<file path="src/rtl/core/assert_macros.svh">
// Assertion macros shared by the RTL files that check their own behavior.
// Each macro expects the including module to have clk and an active-low rst_n.
`ifndef ASSERT_MACROS_SVH
`define ASSERT_MACROS_SVH

// Property that must hold at every rising clock edge outside reset.
`define ASSERT_ALWAYS(label, prop, msg) \
    label: assert property (@(posedge clk) disable iff (!rst_n) (prop)) else $error(msg);

// Overlapping implication that is checked outside reset.
`define ASSERT_IMPLY(label, pre, post, msg) \
    label: assert property (@(posedge clk) disable iff (!rst_n) (pre) |-> (post)) \
        else $error(msg);

// Next-cycle implication that is checked outside reset.
`define ASSERT_NEXT(label, pre, post, msg) \
    label: assert property (@(posedge clk) disable iff (!rst_n) (pre) |=> (post)) \
        else $error(msg);

`endif

</file>
<file path="src/rtl/core/spq_pkg.sv">
// Package for the sorted priority queue: sizes, operation and status codes,
// and the entry and control structs. Depends on nothing.
`default_nettype none

package spq_pkg;

    localparam int DEPTH      = 8;
    localparam int KEY_BITS   = 16;
    localparam int ID_BITS    = 16;
    localparam int COUNT_BITS = $clog2(DEPTH + 1);

    localparam int FIELD_BITS  = 16;
    localparam int STATUS_BITS = 2;
    localparam int OCC_BITS    = 4;

    localparam logic CMD_INSERT = 1'b0;
    localparam logic CMD_POP    = 1'b1;

    localparam logic [STATUS_BITS-1:0] ST_INSERTED  = 2'd0;
    localparam logic [STATUS_BITS-1:0] ST_POPPED    = 2'd1;
    localparam logic [STATUS_BITS-1:0] ST_FULL      = 2'd2;
    localparam logic [STATUS_BITS-1:0] ST_EMPTY     = 2'd3;

    typedef struct packed {
        logic [KEY_BITS-1:0] key;
        logic [ID_BITS-1:0]  id;
    } spq_entry_t;

    typedef struct packed {
        logic ins;
        logic pop;
    } spq_ctrl_t;

endpackage

`default_nettype wire

</file>
<file path="src/rtl/core/spq_cell.sv">
// One slot of the sorted store: holds an entry and moves it left or right.
// Depends on spq_pkg.
`default_nettype none

module spq_cell
    import spq_pkg::*;
(
    input  wire logic       clk,
    input  wire spq_ctrl_t  ctrl,
    input  wire spq_entry_t new_entry,
    input  wire logic       occupied,
    input  wire spq_entry_t left_entry,
    input  wire logic       left_flag,
    input  wire spq_entry_t right_entry,
    output spq_entry_t      entry,
    output logic            flag
);

    spq_entry_t entry_reg;
    spq_entry_t entry_next;

    // The flag marks this slot and every slot after it as at or behind the
    // insert position; the first set flag takes the new entry.
    assign flag  = !occupied || (entry_reg.key >= new_entry.key);
    assign entry = entry_reg;

    always_comb
    begin
        entry_next = entry_reg;
        if (ctrl.ins)
        begin
            if (left_flag)
            begin
                entry_next = left_entry;
            end
            else if (flag)
            begin
                entry_next = new_entry;
            end
        end
        else if (ctrl.pop)
        begin
            entry_next = right_entry;
        end
    end

    always_ff @(posedge clk)
    begin
        entry_reg <= entry_next;
    end

endmodule

`default_nettype wire

</file>
<file path="src/rtl/core/sorted_priority_queue_top.sv">
// Shortest-job-first ready queue built as a row of DEPTH shifting cells.
// Each command beat is an insert (cmd 0) or a pop (cmd 1) and yields exactly
// one result beat in the next cycle. An insert places the entry in front of the
// first held entry whose burst time is greater than or equal to its own, so
// the newest entry leads among equal keys; a pop returns the head entry, which
// has the smallest burst time. Every cell compares the incoming key with its
// own key in parallel and shifts by one place; the compare and shift in the
// cell row set the rate. The result sits in an output register, and a new
// command is accepted while the held result is being taken, so one command
// beat is taken per cycle unless the result side stalls. Inserts into a
// full queue and pops from an empty queue are rejected with status 2 and 3
// and leave the store unchanged; out_id and out_burst read zero except on
// a successful pop.
// Depends on spq_pkg, spq_cell and assert_macros.svh.
`default_nettype none
`include "assert_macros.svh"

module sorted_priority_queue_top
    import spq_pkg::*;
(
    input  wire logic                   clk,
    input  wire logic                   rst_n,

    input  wire logic                   cmd_valid,
    output logic                        cmd_stall,
    input  wire logic                   cmd,
    input  wire logic [FIELD_BITS-1:0]  process_id,
    input  wire logic [FIELD_BITS-1:0]  burst_time,

    output logic                        result_valid,
    input  wire logic                   result_stall,
    output logic [FIELD_BITS-1:0]       out_id,
    output logic [FIELD_BITS-1:0]       out_burst,
    output logic [STATUS_BITS-1:0]      status,
    output logic [OCC_BITS-1:0]         occupancy
);

    logic                    accept;
    logic                    full;
    logic                    empty;
    spq_ctrl_t               ctrl;
    spq_entry_t              new_entry;

    logic [COUNT_BITS-1:0]   count_reg;
    logic [COUNT_BITS-1:0]   count_next;

    logic                    result_valid_reg;
    logic                    result_valid_next;
    logic [FIELD_BITS-1:0]   out_id_reg;
    logic [FIELD_BITS-1:0]   out_id_next;
    logic [FIELD_BITS-1:0]   out_burst_reg;
    logic [FIELD_BITS-1:0]   out_burst_next;
    logic [STATUS_BITS-1:0]  status_reg;
    logic [STATUS_BITS-1:0]  status_next;

    spq_entry_t              cell_entry [DEPTH];
    logic                    cell_flag  [DEPTH];

    // A command beat is taken whenever the output register is empty or is
    // being emptied in the same cycle.
    assign cmd_stall = result_valid_reg && result_stall;
    assign accept    = cmd_valid && !cmd_stall;

    assign full  = (count_reg == COUNT_BITS'(DEPTH));
    assign empty = (count_reg == '0);

    assign ctrl.ins = accept && (cmd == CMD_INSERT) && !full;
    assign ctrl.pop = accept && (cmd == CMD_POP) && !empty;

    assign new_entry.key = KEY_BITS'(burst_time);
    assign new_entry.id  = ID_BITS'(process_id);

    // The row of cells. Slot zero is the head. Occupancy comes from the count,
    // so slots beyond it hold stale data that is never returned.
    for (genvar i = 0; i < DEPTH; i++)
    begin : g_cell
        spq_entry_t left_e;
        logic       left_f;
        spq_entry_t right_e;

        if (i == 0)
        begin : g_head
            assign left_e = new_entry;
            assign left_f = 1'b0;
        end
        else
        begin : g_body
            assign left_e = cell_entry[i-1];
            assign left_f = cell_flag[i-1];
        end

        if (i == DEPTH - 1)
        begin : g_tail
            assign right_e = '0;
        end
        else
        begin : g_inner
            assign right_e = cell_entry[i+1];
        end

        spq_cell u_cell
        (
            .clk         (clk),
            .ctrl        (ctrl),
            .new_entry   (new_entry),
            .occupied    (count_reg > COUNT_BITS'(i)),
            .left_entry  (left_e),
            .left_flag   (left_f),
            .right_entry (right_e),
            .entry       (cell_entry[i]),
            .flag        (cell_flag[i])
        );
    end

    always_comb
    begin
        count_next        = count_reg;
        result_valid_next = result_valid_reg;
        out_id_next       = out_id_reg;
        out_burst_next    = out_burst_reg;
        status_next       = status_reg;

        if (result_valid_reg && !result_stall)
        begin
            result_valid_next = 1'b0;
        end

        if (accept)
        begin
            result_valid_next = 1'b1;
            out_id_next       = '0;
            out_burst_next    = '0;
            if (cmd == CMD_INSERT)
            begin
                if (full)
                begin
                    status_next = ST_FULL;
                end
                else
                begin
                    status_next = ST_INSERTED;
                    count_next  = count_reg + COUNT_BITS'(1);
                end
            end
            else
            begin
                if (empty)
                begin
                    status_next = ST_EMPTY;
                end
                else
                begin
                    status_next    = ST_POPPED;
                    count_next     = count_reg - COUNT_BITS'(1);
                    out_id_next    = FIELD_BITS'(cell_entry[0].id);
                    out_burst_next = FIELD_BITS'(cell_entry[0].key);
                end
            end
        end
    end

    always_ff @(posedge clk or negedge rst_n)
    begin
        if (!rst_n)
        begin
            count_reg        <= '0;
            result_valid_reg <= 1'b0;
        end
        else
        begin
            count_reg        <= count_next;
            result_valid_reg <= result_valid_next;
        end
    end

    always_ff @(posedge clk)
    begin
        out_id_reg    <= out_id_next;
        out_burst_reg <= out_burst_next;
        status_reg    <= status_next;
    end

    assign result_valid = result_valid_reg;
    assign out_id       = out_id_reg;
    assign out_burst    = out_burst_reg;
    assign status       = status_reg;
    assign occupancy    = OCC_BITS'(count_reg);

    // The count never passes the number of cells.
    `ASSERT_ALWAYS(a_count_bound, count_reg <= COUNT_BITS'(DEPTH), "count exceeds depth")

    // A pop that is taken from a non-empty queue drops the count by one.
    `ASSERT_NEXT(a_pop_count, accept && (cmd == CMD_POP) && !empty,
        count_reg == $past(count_reg) - COUNT_BITS'(1), "pop did not decrement count")

    // Only a successful pop carries entry data on the result side.
    `ASSERT_IMPLY(a_zero_fields, result_valid_reg && (status_reg != ST_POPPED),
        (out_id_reg == '0) && (out_burst_reg == '0), "non-pop result carries data")

    // The reported occupancy tracks the count while a result is held.
    `ASSERT_IMPLY(a_occ_match, result_valid_reg, occupancy == OCC_BITS'(count_reg),
        "occupancy differs from count")

endmodule

`default_nettype wire

</file>
<file path="config.mk">
export PLATFORM = sky130hd
export DESIGN_NAME = sorted_priority_queue_top
export DESIGN_NICKNAME = d
export VERILOG_FILES = /design/src/rtl/core/spq_pkg.sv /design/src/rtl/core/spq_cell.sv /design/src/rtl/core/sorted_priority_queue_top.sv
export VERILOG_INCLUDE_DIRS = /design/src /design/src/rtl/core
export SDC_FILE = /design/constraint.sdc
export NUM_CORES = 1
export LEC_CHECK = 0
export ABC_AREA = 1
export BUFFER_PORTS_ARGS = -buffer_cell sky130_fd_sc_hd__buf_4
export CORE_MARGIN = 10
export CORE_UTILIZATION = 67
export DETAILED_ROUTE_END_ITERATION = 12
export GPL_TIMING_DRIVEN = 0
export PLACE_DENSITY = 0.88
export SYNTH_ARGS = -nofsm -noshare
export SYNTH_HDL_FRONTEND = slang
export SYNTH_HIERARCHICAL = 1
export SYNTH_SLANG_ARGS = --single-unit
</file>
<file path="constraint.sdc">
create_clock -name clk -period 6.5 [get_ports clk]
set_input_delay 0.65 -clock clk [delete_from_list [all_inputs] [get_ports clk]]
set_output_delay 0.65 -clock clk [all_outputs]
set_load 0.02 [all_outputs]
</file>
==> run metrics <==
R2R depth 13; Hold EP result_valid; Die Height 186 microns; fmax 0.253 GHz; htree depth 1; crit path launch type register; Pleak 9.18 nW; input/output buffers 76; Worst-Margin Slew 1.29 ns; worst-case clock buffer depth 3; drt via density 5.93; vias in the first global route 15,300; # IOs 77; GRT busiest layer met2; TritonRoute pass-1 iters 7; hold path start result_stall; ANT nets after route 0; FP Rows 60; Largest register FFs 256; hold slack 0.327 ns; dpl ws 2.78 ns; setup bufs post-CTS 0; fin crit period 3.95 ns; placed cell area 19,600 sq um; Cells after Synth 2,187; crit-path cells inv_1 > ha_1 > or2_2 > o21ai_0 > nand2_1 > a21oi_1 > o21ai_0 > a21oi_2 > nand2_1 > nor2_1 > nand3_1 > nand2_1 > inv_1; CTS tree yes; DIE WIDTH 186 microns; hold path depth 3; CTS Root Cell clkbuf_16; Fillers 1,820; Buf+Inv Stages, Crit Path 2; total grt overflow 0; largest net degree at the start of global routing 35; PnR worst setup slack 2.55 ns; cell mode on critical path nand2_1; met2 Use GR 44.5%; Reg-to-Reg End g_cell[6].u_cell/entry[27]; CP Max Fanout 32; syn_area_per_cell 8.41 sq um; M1 GR Usage 35.1%; Top delay family on crit path simple AND/OR/NAND/NOR gates; Critical Path AT 4.05 ns; hpwl dp 35.6 mm; area added between synthesis and finish 11.6%; RSZ-0062 raised after global routing false; clk sinks 295; worst min path class input pin to register; status finished, final reports clean; Total GRT Usage 26.9%; met3 Resource Use GR 4.27%; reg2reg start occupancy[0]; Final Hold Viols 0; first-pass GRT wire length 74.8 mm; nets 2,506; CTS clk-pin slew, worst paths 0.06 ns; Worst Path Required 6.60 ns; Largest stage delay, worst path 0.56 ns; Post-Syn Area 18,400 sq um; Die ar. 34,500 sq um; Slew Limit Fails 0; Vias 16,000; period utilisation layout 60.8%; power per cell area 358 nW/um^2; GPL Wtd Cong 0.869; starting density of the core 68.2%; Routed WL 47.1 mm; Max-Cap Viols 0; CTS Buf Count 31; Core Footprint 27,000 sq um; Peak VDD IR 299 uV; setup TNS 0 ns; FF-to-FF setup slack 2.55 ns; crit end category register; CP max-delay cell o21ai_0; WL per Instance 17.4 microns; initial antenna violation count 0; final-report setup violation count 0; Detailed Route Iter0 Violations 2,183; Yosys Warn Count 6; layout cells sized above 1 10.8%; Worst-Skew Late Latency 0.57 ns; DRC 0; final instance area 20,500 sq um; clk_skew 0.0113 ns; Crit Path Category register to register; Antenna diodes 0; Relative slew margins 14.0%
## stage by stage
step	total power [mW]	cells	util, %
after global placement	5.43	2642	72.5
after floorplan	4.79	2225	-
after CTS	7.27	2702	76.2
after detailed placement	5.59	2643	72.6
final	7.34	2702	76.2
after global routing	7.76	2702	76.2
## placed cells by master, fill, tap and decap left out, types with 12 or more instances in the layout
cell type    n
buf_4       87
ha_1       133
nor2_1     338
inv_1      229
edfxtp_1   290
buf_2       25
nand3_1     12
buf_6       25
clkbuf_16   31
clkbuf_2    16
a21oi_1     39
conb_1      39
clkbuf_4    24
o21ai_1    257
o21ai_0    276
nand2_1    441
## power breakdown
group          internal (mW)  switching, mW
combinational          0.931           1.77
sequential              2.67          0.293
clock                  0.951          0.725
total                   4.55           2.79
## layer usage
layer / routed length (microns) / share of wire (%)
met1: 18100 / 38
met4: 1530 / 3.2
met3: 5990 / 13
met5: 0 / 0
met2: 21500 / 46
## how the worst max path moves through the flow
stage | start | endpoint | slack (ns) | cells after the start
final | occupancy[0] | g_cell[6].u_cell/entry[27] | 2.55 | 13
after global routing | occupancy[0] | g_cell[6].u_cell/entry[27] | 2.47 | 13
after CTS | occupancy[0] | g_cell[6].u_cell/entry[27] | 2.75 | 13
after detailed placement | occupancy[0] | g_cell[6].u_cell/entry[3] | 2.78 | 13
after global placement | result_stall | g_cell[6].u_cell/entry[7] | 1.76 | 9
after floorplan | occupancy[0] | g_cell[0].u_cell/entry[0] | 3.14 | 8
## worst reg2reg max path, cell delays in order, from the launching register on
cell,delay [ns]
dfrtp_1,0.49
inv_1,0.15
ha_1,0.25
or2_2,0.32
o21ai_0,0.56
nand2_1,0.13
a21oi_1,0.15
o21ai_0,0.12
a21oi_2,0.16
nand2_1,0.24
nor2_1,0.23
nand3_1,0.09
nand2_1,0.06
inv_1,0.52
## layout make-up
class                           count  area, sq um  share of cell area [%]
Buffer                            102          753                    3.67
Clock buffer                       44          855                    4.16
Sequential cell                   295         8830                    43.0
Multi-Input combinational cell   1589         8050                    39.2
Timing Repair Buffer               78          608                    2.96
Tap cell                          341          427                    2.08
Inverter                          239          897                    4.37
Clock inverter                     14         98.8                   0.482
## timing repair
action / in CTS / in global routing
hold buffers: 1 / 0
hold endpoints to repair: 5 / 0
resized for setup: 0 / 0
(Power assumes the default switching activity.)
